[config.mk]
export PLATFORM = sky130hd
export DESIGN_NAME = adc_temp_two_digit_display
export DESIGN_NICKNAME = d
export VERILOG_FILES = /design/src/design/attdd_pkg.sv /design/src/design/adc_temp_two_digit_display.sv
export VERILOG_INCLUDE_DIRS = /design/src /design/src/design
export SDC_FILE = /design/constraint.sdc
export NUM_CORES = 1
export LEC_CHECK = 0
export BUFFER_PORTS_ARGS = -buffer_cell sky130_fd_sc_hd__buf_2
export CAP_MARGIN = 20
export CORE_MARGIN = 3
export CORE_UTILIZATION = 55
export DETAILED_ROUTE_END_ITERATION = 8
export PLACE_DENSITY = 0.74
export RECOVER_POWER = 50
export SLEW_MARGIN = 0
export SYNTH_ARGS = -nofsm -noshare
export SYNTH_HDL_FRONTEND = slang
export SYNTH_SLANG_ARGS = --single-unit
[constraint.sdc]
create_clock -name aclk -period 12.22 [get_ports aclk]
set_input_delay 0 -clock aclk [delete_from_list [all_inputs] [get_ports aclk]]
set_output_delay 0 -clock aclk [all_outputs]
set_load 0.05 [all_outputs]
[src/design/adc_temp_two_digit_display_defines.svh]
// Assertion macros for the two-digit temperature display.
// No dependencies; included by the RTL files that carry assertions.
`ifndef ADC_TEMP_TWO_DIGIT_DISPLAY_DEFINES_SVH
`define ADC_TEMP_TWO_DIGIT_DISPLAY_DEFINES_SVH

// Same-cycle implication, checked out of reset.
`define ATTDD_ASSERT_IMPL(label, clk, rstn, ante, cons) \
    label: assert property (@(posedge clk) disable iff (!(rstn)) (ante) |-> (cons)) \
        else $error("assertion failed");

// Next-cycle implication, checked out of reset.
`define ATTDD_ASSERT_NEXT(label, clk, rstn, ante, cons) \
    label: assert property (@(posedge clk) disable iff (!(rstn)) (ante) |=> (cons)) \
        else $error("assertion failed");

`endif

[src/design/attdd_pkg.sv]
// Package for the two-digit temperature display: field widths, scaling
// constants and the seven-segment table. No dependencies.
`default_nettype none

package attdd_pkg;

    localparam int SampleWidth  = 10;
    localparam int TempWidth    = 7;
    localparam int DigitWidth   = 4;
    localparam int SegWidth     = 7;
    localparam int ScaledWidth  = 16;

    localparam int S_DATA_WIDTH = 24;
    localparam int M_DATA_WIDTH = 8;
    localparam int M_USER_WIDTH = 2;

    localparam int ScaleMul     = 50;
    localparam int RoundBias    = 511;
    localparam int FullScale    = 1023;
    localparam int TempOffset   = 15;
    localparam int TempMax      = 65;

    localparam int DigitBase    = 10;
    localparam int Div10Mul     = 205;
    localparam int Div10Shift   = 11;

    localparam logic CMD_SAMPLE = 1'b0;
    localparam logic CMD_TICK   = 1'b1;

    typedef logic [SegWidth-1:0] seg_t;

    localparam seg_t SEG_TABLE [16] = '{
        7'h3F, 7'h06, 7'h5B, 7'h4F, 7'h66, 7'h6D, 7'h7D, 7'h07,
        7'h7F, 7'h6F, 7'h00, 7'h00, 7'h00, 7'h00, 7'h00, 7'h00
    };

endpackage

`default_nettype wire

[src/design/adc_temp_two_digit_display.sv]
// Two-digit multiplexed seven-segment temperature display, top level.
// Depends on attdd_pkg and adc_temp_two_digit_display_defines.svh.
//
// Each input transfer is a sample pair (tuser 0) or a refresh tick (tuser 1).
// A sample pair is averaged, scaled to 15..65 and stored, and gives no
// output. A tick shows the ones digit, then the tens digit on the next
// tick, and so on, starting with ones after reset. One transfer is taken
// every cycle while the result side keeps up; a tick that waits behind an
// unread result holds the input register and stalls the input. A tick
// passes from the input register to the result register, with the digit
// decode in between; a sample pair is scaled between the input register
// and the stored temperature.
`default_nettype none
`include "adc_temp_two_digit_display_defines.svh"

module adc_temp_two_digit_display (
    input  wire logic                                aclk,
    input  wire logic                                aresetn,
    input  wire logic                                s_tvalid,
    output      logic                                s_tready,
    // [9:0] sample_first, [19:10] sample_second, [23:20] zero
    input  wire logic [attdd_pkg::S_DATA_WIDTH-1:0]  s_tdata,
    // [0] cmd
    input  wire logic                                s_tuser,
    output      logic                                m_tvalid,
    input  wire logic                                m_tready,
    // [6:0] segment_bits, [7] zero
    output      logic [attdd_pkg::M_DATA_WIDTH-1:0]  m_tdata,
    // [0] tens_enable, [1] ones_enable
    output      logic [attdd_pkg::M_USER_WIDTH-1:0]  m_tuser
);

    logic                                 in_valid_reg;
    logic                                 in_cmd_reg;
    logic [attdd_pkg::SampleWidth-1:0]    in_first_reg;
    logic [attdd_pkg::SampleWidth-1:0]    in_second_reg;

    logic [attdd_pkg::TempWidth-1:0]      temp_reg;
    logic [attdd_pkg::TempWidth-1:0]      temp_next;
    logic                                 show_tens_reg;

    logic                                 out_valid_reg;
    logic [attdd_pkg::SegWidth-1:0]       out_seg_reg;
    logic                                 out_tens_reg;
    logic                                 out_ones_reg;

    logic                                 advance;
    logic                                 tick_go;

    logic [attdd_pkg::SampleWidth:0]      sum;
    logic [attdd_pkg::SampleWidth-1:0]    avg;
    logic [attdd_pkg::ScaledWidth-1:0]    scaled;
    logic [5:0]                           quot_low;
    logic [attdd_pkg::SampleWidth:0]      rem;
    logic [5:0]                           quot;

    logic [14:0]                          div10_prod;
    logic [attdd_pkg::DigitWidth-1:0]     tens;
    logic [attdd_pkg::TempWidth-1:0]      ones_wide;
    logic [attdd_pkg::DigitWidth-1:0]     ones;
    logic [attdd_pkg::DigitWidth-1:0]     digit;

    assign advance  = in_valid_reg
                   && ((in_cmd_reg == attdd_pkg::CMD_SAMPLE) || !out_valid_reg || m_tready);
    assign tick_go  = advance && (in_cmd_reg == attdd_pkg::CMD_TICK);
    assign s_tready = !in_valid_reg || advance;

    // scale: floor(x / 1023) from x / 1024 plus one correction step
    always_comb begin
        sum       = {1'b0, in_first_reg} + {1'b0, in_second_reg};
        avg       = sum[attdd_pkg::SampleWidth:1];
        scaled    = attdd_pkg::ScaledWidth'({6'd0, avg}
                        * attdd_pkg::ScaledWidth'(attdd_pkg::ScaleMul))
                  + attdd_pkg::ScaledWidth'(attdd_pkg::RoundBias);
        quot_low  = scaled[15:10];
        rem       = {1'b0, scaled[9:0]} + {5'd0, quot_low};
        if (rem >= 11'(attdd_pkg::FullScale)) begin
            quot = quot_low + 6'd1;
        end else begin
            quot = quot_low;
        end
        temp_next = 7'(quot) + 7'(attdd_pkg::TempOffset);
    end

    // digit split: v / 10 as (v * 205) >> 11
    always_comb begin
        div10_prod = 15'(temp_reg) * 15'(attdd_pkg::Div10Mul);
        tens       = div10_prod[14:attdd_pkg::Div10Shift];
        ones_wide  = temp_reg - 7'(7'(tens) * 7'(attdd_pkg::DigitBase));
        ones       = ones_wide[attdd_pkg::DigitWidth-1:0];
        digit      = show_tens_reg ? tens : ones;
    end

    always_ff @(posedge aclk) begin
        if (!aresetn) begin
            in_valid_reg <= 1'b0;
        end else if (s_tready) begin
            in_valid_reg <= s_tvalid;
        end
        if (s_tready && s_tvalid) begin
            in_cmd_reg    <= s_tuser;
            in_first_reg  <= s_tdata[9:0];
            in_second_reg <= s_tdata[19:10];
        end
    end

    always_ff @(posedge aclk) begin
        if (!aresetn) begin
            temp_reg      <= '0;
            show_tens_reg <= 1'b0;
        end else begin
            if (advance && (in_cmd_reg == attdd_pkg::CMD_SAMPLE)) begin
                temp_reg <= temp_next;
            end
            if (tick_go) begin
                show_tens_reg <= !show_tens_reg;
            end
        end
    end

    always_ff @(posedge aclk) begin
        if (!aresetn) begin
            out_valid_reg <= 1'b0;
        end else if (tick_go) begin
            out_valid_reg <= 1'b1;
        end else if (m_tready) begin
            out_valid_reg <= 1'b0;
        end
        if (tick_go) begin
            out_seg_reg  <= attdd_pkg::SEG_TABLE[digit];
            out_tens_reg <= show_tens_reg;
            out_ones_reg <= !show_tens_reg;
        end
    end

    assign m_tvalid = out_valid_reg;
    assign m_tdata  = {1'b0, out_seg_reg};
    assign m_tuser  = {out_ones_reg, out_tens_reg};

    `ATTDD_ASSERT_IMPL(a_one_enable, aclk, aresetn, m_tvalid, $onehot(m_tuser))
    `ATTDD_ASSERT_IMPL(a_temp_range, aclk, aresetn, 1'b1,
        (temp_reg == '0) || ((temp_reg >= 7'(attdd_pkg::TempOffset))
        && (temp_reg <= 7'(attdd_pkg::TempMax))))
    `ATTDD_ASSERT_NEXT(a_tick_toggles, aclk, aresetn, tick_go,
        show_tens_reg != $past(show_tens_reg))
    `ATTDD_ASSERT_NEXT(a_tick_held, aclk, aresetn,
        in_valid_reg && (in_cmd_reg == attdd_pkg::CMD_TICK) && m_tvalid && !m_tready,
        in_valid_reg && (in_cmd_reg == attdd_pkg::CMD_TICK))
    `ATTDD_ASSERT_NEXT(a_out_drains, aclk, aresetn, m_tvalid && m_tready && !tick_go,
        !m_tvalid)

endmodule

`default_nettype wire
# [After elaboration in Yosys (flattened, before gate mapping)]
# Memory sizes are Yosys's and may differ from the RTL's. A register that Yosys moved wholly into a read port is not among the register bits.
# Index checks and enable logic that the tools add are counted.
[word_totals] register_bits=33 rom_bits=112 output_inout_bits=12 elab_cells=37 mem_count=1
[op_classes] addsub=6 mul=3 order_cmp=1 muxes=4 bitwise=2 n_reduce_logical=11
[memory_table] name="(name not given)" depth=16 word_bits=7 read_ports=1 rd_clocked_by_memory_dff=1 wr=0 line="adc_temp_two_digit_display.sv:130" text="out_seg_reg <= attdd_pkg::SEG_TABLE[digit];"
[op_table] cell="$add A16 B9 Y16 const B" count=1
[op_table] cell="$mul A10 B5 Y15 const B" count=1
[op_table] cell="$mul A7 B8 Y15 const B" count=1
[op_table] cell="$add A10 B10 Y11" count=1
[op_table] cell="$add A10 B6 Y11" count=1
[op_table] cell="$ge A11 B10 Y1 const B" count=1
[op_table] cell="$add A6 B4 Y7 const B" count=1
[op_table] cell="$add A6 B1 Y6 const B" count=1
[op_table] cell="$mux W6" count=1
[op_table] cell="$not A4 Y5" count=1
[op_table] cell="$logic_and A1 B1 Y1" count=4
[op_table] cell="$mul A4 B3 Y3 const B" count=1
[op_table] cell="$mux W4" count=1
[op_table] cell="$sub A4 B4 Y4" count=1
[op_table] cell="$logic_not A1 Y1" count=3
[op_table] cell="$logic_or A1 B1 Y1" count=3
[op_table] cell="$mux W1" count=2
[op_table] cell="$reduce_bool A2 Y1" count=1
[op_table] cell="$not A1 Y1" count=1

# [Depth between registers and ports, before layout]
[logic_depth] ltp_word=7 depth_mapped=37

# [Worst setup path after synthesis]
# Ideal clock, no wire load.
[synth_path] path_type="register to register" start="reg in_first_reg[0] (netlist name)" end="reg temp_reg[4] (netlist name)" setup_time_ns=0.133 arrival_time_ns=7.772 required_ns=12.087 setup_slack_ns=4.315 path_stages_with_launch=34 path_buffers=0 period_less_slack_ns=7.905 path_cell_list="edfxtp_1 and2_1 fa_1 a21o_1 a21oi_4 and2b_1 o21ai_0 nand2b_1 xor2_1 ha_1 ha_1 inv_1 fa_1 inv_1 ha_1 nand4_1 and2_1 xnor2_2 or3b_2 xor2_1 ha_1 a21o_1 a22oi_1 nand3_1 a2111oi_2 nand2_1 a211oi_2 nor2_1 xnor2_1 ha_1 nand2_1 mux2_2 o2111ai_1 o311ai_1"
[synth_via] elab_chain_len=7 word_cells_on_any_way=8 classes_between="5 x add/sub; 1 x mul; 1 x order compare; 1 x mux"
[synth_lines] element="start, declared" line="adc_temp_two_digit_display.sv:35" text="logic [attdd_pkg::SampleWidth-1:0] in_first_reg;"
[synth_lines] element="start signal, assigned" line="adc_temp_two_digit_display.sv:102" text="in_first_reg <= s_tdata[9:0];"
[synth_lines] element="$add A10 B10 Y11 (*)" line="adc_temp_two_digit_display.sv:70" text="sum = {1'b0, in_first_reg} + {1'b0, in_second_reg};"
[synth_lines] element="$mul A10 B5 Y15 (*)" line="adc_temp_two_digit_display.sv:73" text="* attdd_pkg::ScaledWidth'(attdd_pkg::ScaleMul))"
[synth_lines] element="$add A16 B9 Y16 (*)" line="adc_temp_two_digit_display.sv:74" text="+ attdd_pkg::ScaledWidth'(attdd_pkg::RoundBias);"
[synth_lines] element="$add A10 B6 Y11" line="adc_temp_two_digit_display.sv:76" text="rem = {1'b0, scaled[9:0]} + {5'd0, quot_low};"
[synth_lines] element="$ge A11 B10 Y1" line="adc_temp_two_digit_display.sv:77" text="if (rem >= 11'(attdd_pkg::FullScale)) begin"
[synth_lines] element="$mux W6 (*)" line="adc_temp_two_digit_display.sv:77"
[synth_lines] element="$add A6 B4 Y7 (*)" line="adc_temp_two_digit_display.sv:82" text="temp_next = 7'(quot) + 7'(attdd_pkg::TempOffset);"
[synth_lines] element="end signal, assigned" line="adc_temp_two_digit_display.sv:113" text="temp_reg <= temp_next;"
[synth_lines] element="end, declared" line="adc_temp_two_digit_display.sv:38" text="logic [attdd_pkg::TempWidth-1:0] temp_reg;"
# Every way passes the cells marked *; elsewhere a longest branch is shown, timed or not.
# A chain may end at the register's enable or synchronous reset.

# [Final worst setup path]
# Same ends and word-level chain as after synthesis.

==> impl_results.md <==
* Status: finished, final reports clean
* Nets at 659
* Critical Path Start: in_first_reg[0]$_DFFE_PP_
* First-pass GRT wire length at 15800 um
* Via density at 5.41
* Routability Congestion at 0.916
* Worst r2r src: in_first_reg[0]$_DFFE_PP_
* Pins Over Slew Limit at 0
* H-tree level count at 2
* Chip height at 98.4 um
* Num CTS Buffers at 5
* IO Pins at 41
* Min-Delay Startpoint: aresetn
* CP top delay family: compound AO/OA/AOI/OAI gates
* Worst Hold Path Cells at 2
* Max frequency at 0.111 GHz
* Initial antenna violation count at 0
* Dpl ws at 3380 ps
* HP Class: in2reg
* Starting Density at 56.8%
* CTS Buffer Depth at 2
* Overall Global Routing Usage at 19.5%
* First-pass DRT Iterations at 4
* Final hold vios at 0
* Final global-route overflow total at 0
* Sequential fraction of the synthesis area at 23.5%
* Ant. Diodes at 0
* Die extent in x at 98.4 um
* R2R Path End: temp_reg[4]$_SDFFE_PN0P_
* CP dominant cell by count: a21o_1
* Area grow syn2layout at 12.4%
* DRC Markers at 0
* Setup TNS at 0 ps
* Unrepaired setup endpoints after global routing: no
* Top cells by count, synth: 92 x ha_1, 56 x inv_1, 30 x edfxtp_1
* Largest cells by area after synthesis: ha_1 25%, edfxtp_1 19%, fa_1 6.8%
* Vias in the first global route at 3485
* Final clock skew at 8.06 ps
* Via count at 3398
* Final ANT Viol Nets at 0
* CTS Root Cell: clkbuf_8
* Cell area after synthesis at 4690 um^2
* Clock sinks at 40
* Cell taking the most area after synthesis: ha_1
* Share of Yosys cell area claimed by the top area cell type at 24.5%
* CP Data Required Time at 12400 ps
* Largest net degree at the start of global routing at 22
* CTS tree: yes
* Final worst slack at 3210 ps
* Slowest cell delay on critical path at 580 ps
* WL/cell at 14.4 um
* Clk_lat worst skew at 300 ps
* Synthesized net count at 603
* R2r worst-path depth at 35
* Rel. slew slack at 37.9%
* Critical path class: reg2reg
* Die area at 9680 um^2
* Crit share post-route at 73.7%
* Hpwl dp at 6970 um
* Post-synthesis cell count at 466
* Crit path buf inv count at 2
* Yosys cell types at 69
* Slew @ Worst Pin at 929 ps
* CP Data Arrival Time at 9190 ps
* Input/output buffers at 35
* Critical path depth at 35
* Hold Path Sink: m_tvalid$_SDFFE_PN0P_
* Avg Inst Size Synth at 10.1 um^2
* Max-cap viol count at 0
* Startpoint types: flop
* Ratio of cells with drive above 1 in the final layout at 11.1%
* Async set-reset flop share out of synthesis at 0%
* Clock transition at path regs at 90 ps
* Slowest CP cell: xor2_1
* Ys flop type: edfxtp_1
* Critical path peak fanout at 9
* Rows at 33
* Iteration-0 DRC Markers at 145
* Worst reg-to-reg setup slack at 3210 ps
* Setup-failing EPs final at 0
* Core box area at 8260 um^2
* Crit end category: flop
* Post-synthesis register bit count at 40
* Routed WL at 9070 um
* Min Tclk post-route at 9010 ps
* Warning count from the yosys run at 0
* Most instantiated library cell after synthesis: ha_1
* EDFF count, synth at 30
final cells by class:
cell class,count,area (um^2)
multi-input cells,361,3340
fillers,672,2980
flip-flops and latches,40,1100
repair buffers,58,384
inverters,56,210
well taps,105,131
clock buffers,5,68.8
clock inverters,3,46.3
metrics by stage:
| step | hold slack [ps] | instance area [um^2] | utilization [%] | cells |
|---|---|---|---|---|
| global placement | 176 | 4960 | 60.1 | 597 |
| global route | 39.5 | 5280 | 63.9 | 628 |
| floorplan | 98.9 | 4690 | - | 466 |
| CTS | 29.9 | 5300 | 64.1 | 627 |
| detailed placement | 178 | 4960 | 60.1 | 597 |
| finish | 43.3 | 5280 | 63.9 | 628 |
layout by cell type (no fill, tap or decap), types with 3 or more instances in the layout:
master and n:
edfxtp_1 30, and3_1 5, nor2_1 21, a21oi_1 19
o21a_1 7, a21boi_0 5, xnor2_1 29, o2111ai_1 5
xor2_1 19, nand4_1 3, clkbuf_1 13, nand2_1 20
a211oi_1 3, dlygate4sd3_1 22, nor3b_1 3, dfxtp_1 10
fa_1 16, nand2b_1 6, buf_2 23, ha_1 92
mux2_2 4, clkbuf_8 5, nand3_1 9, o21ai_0 11
inv_1 56, and2_1 6, mux2i_1 6, nor2b_1 4
a21o_1 13
logic make-up (layout without fill, tap and decap cells):
| group | count (synthesis) | in the layout | synth area share (%) |
|---|---|---|---|
| adders and majority gates | 108 | 108 | 31.3 |
| AOI/OAI and AO/OA | 90 | 90 | 14.2 |
| DFF | 40 | 40 | 23.5 |
| xor gates and xnor gates | 54 | 54 | 11.5 |
| other | 1 | 1 | 0.0799 |
| and+or+nand+nor | 98 | 98 | 11.7 |
| buffers and inverters | 65 | 122 | 5.49 |
| muxes | 10 | 10 | 2.24 |
timing repair:
| action | in CTS | in global routing |
|---|---|---|
| hold buffers | 22 | 0 |
| resized for setup | 0 | 0 |
| endpoints found under the hold margin | 22 | 0 |
| buffers inserted | 0 | 0 |
worst reg2reg max path: cells and delay by family (launching register included):
family / cells / cell delay (ps)
simple gates: 10 / 1830
mux: 1 / 310
fa+ha+maj: 5 / 1830
buf+inv: 2 / 170
compound gates: 13 / 3030
flops: 1 / 400
xor+xnor: 4 / 1340
how the worst max path moves through the flow:
stage / endpoint / slack [ps]
2_1_floorplan: temp_reg[4]$_SDFFE_PN0P_ / 4310
3_3_place_gp: temp_reg[4]$_SDFFE_PN0P_ / 3560
3_5_place_dp: temp_reg[4]$_SDFFE_PN0P_ / 3380
4_1_cts: temp_reg[4]$_SDFFE_PN0P_ / 3280
5_1_grt: temp_reg[4]$_SDFFE_PN0P_ / 2470
6_report: temp_reg[4]$_SDFFE_PN0P_ / 3210
metal layers:
metal  GRT usage (%)  vias up  part of all wire [%]
li1                -     1752                     -
met1            25.5     1579                    46
met2            34.6       58                    50
met3            2.50        9                   2.9
met4            4.31        0                   1.4
met5               0        -                     0
Power is left out: the tool's default activity adds up to more than one toggle a clock period on the data nets, which glitch-free logic cannot reach.
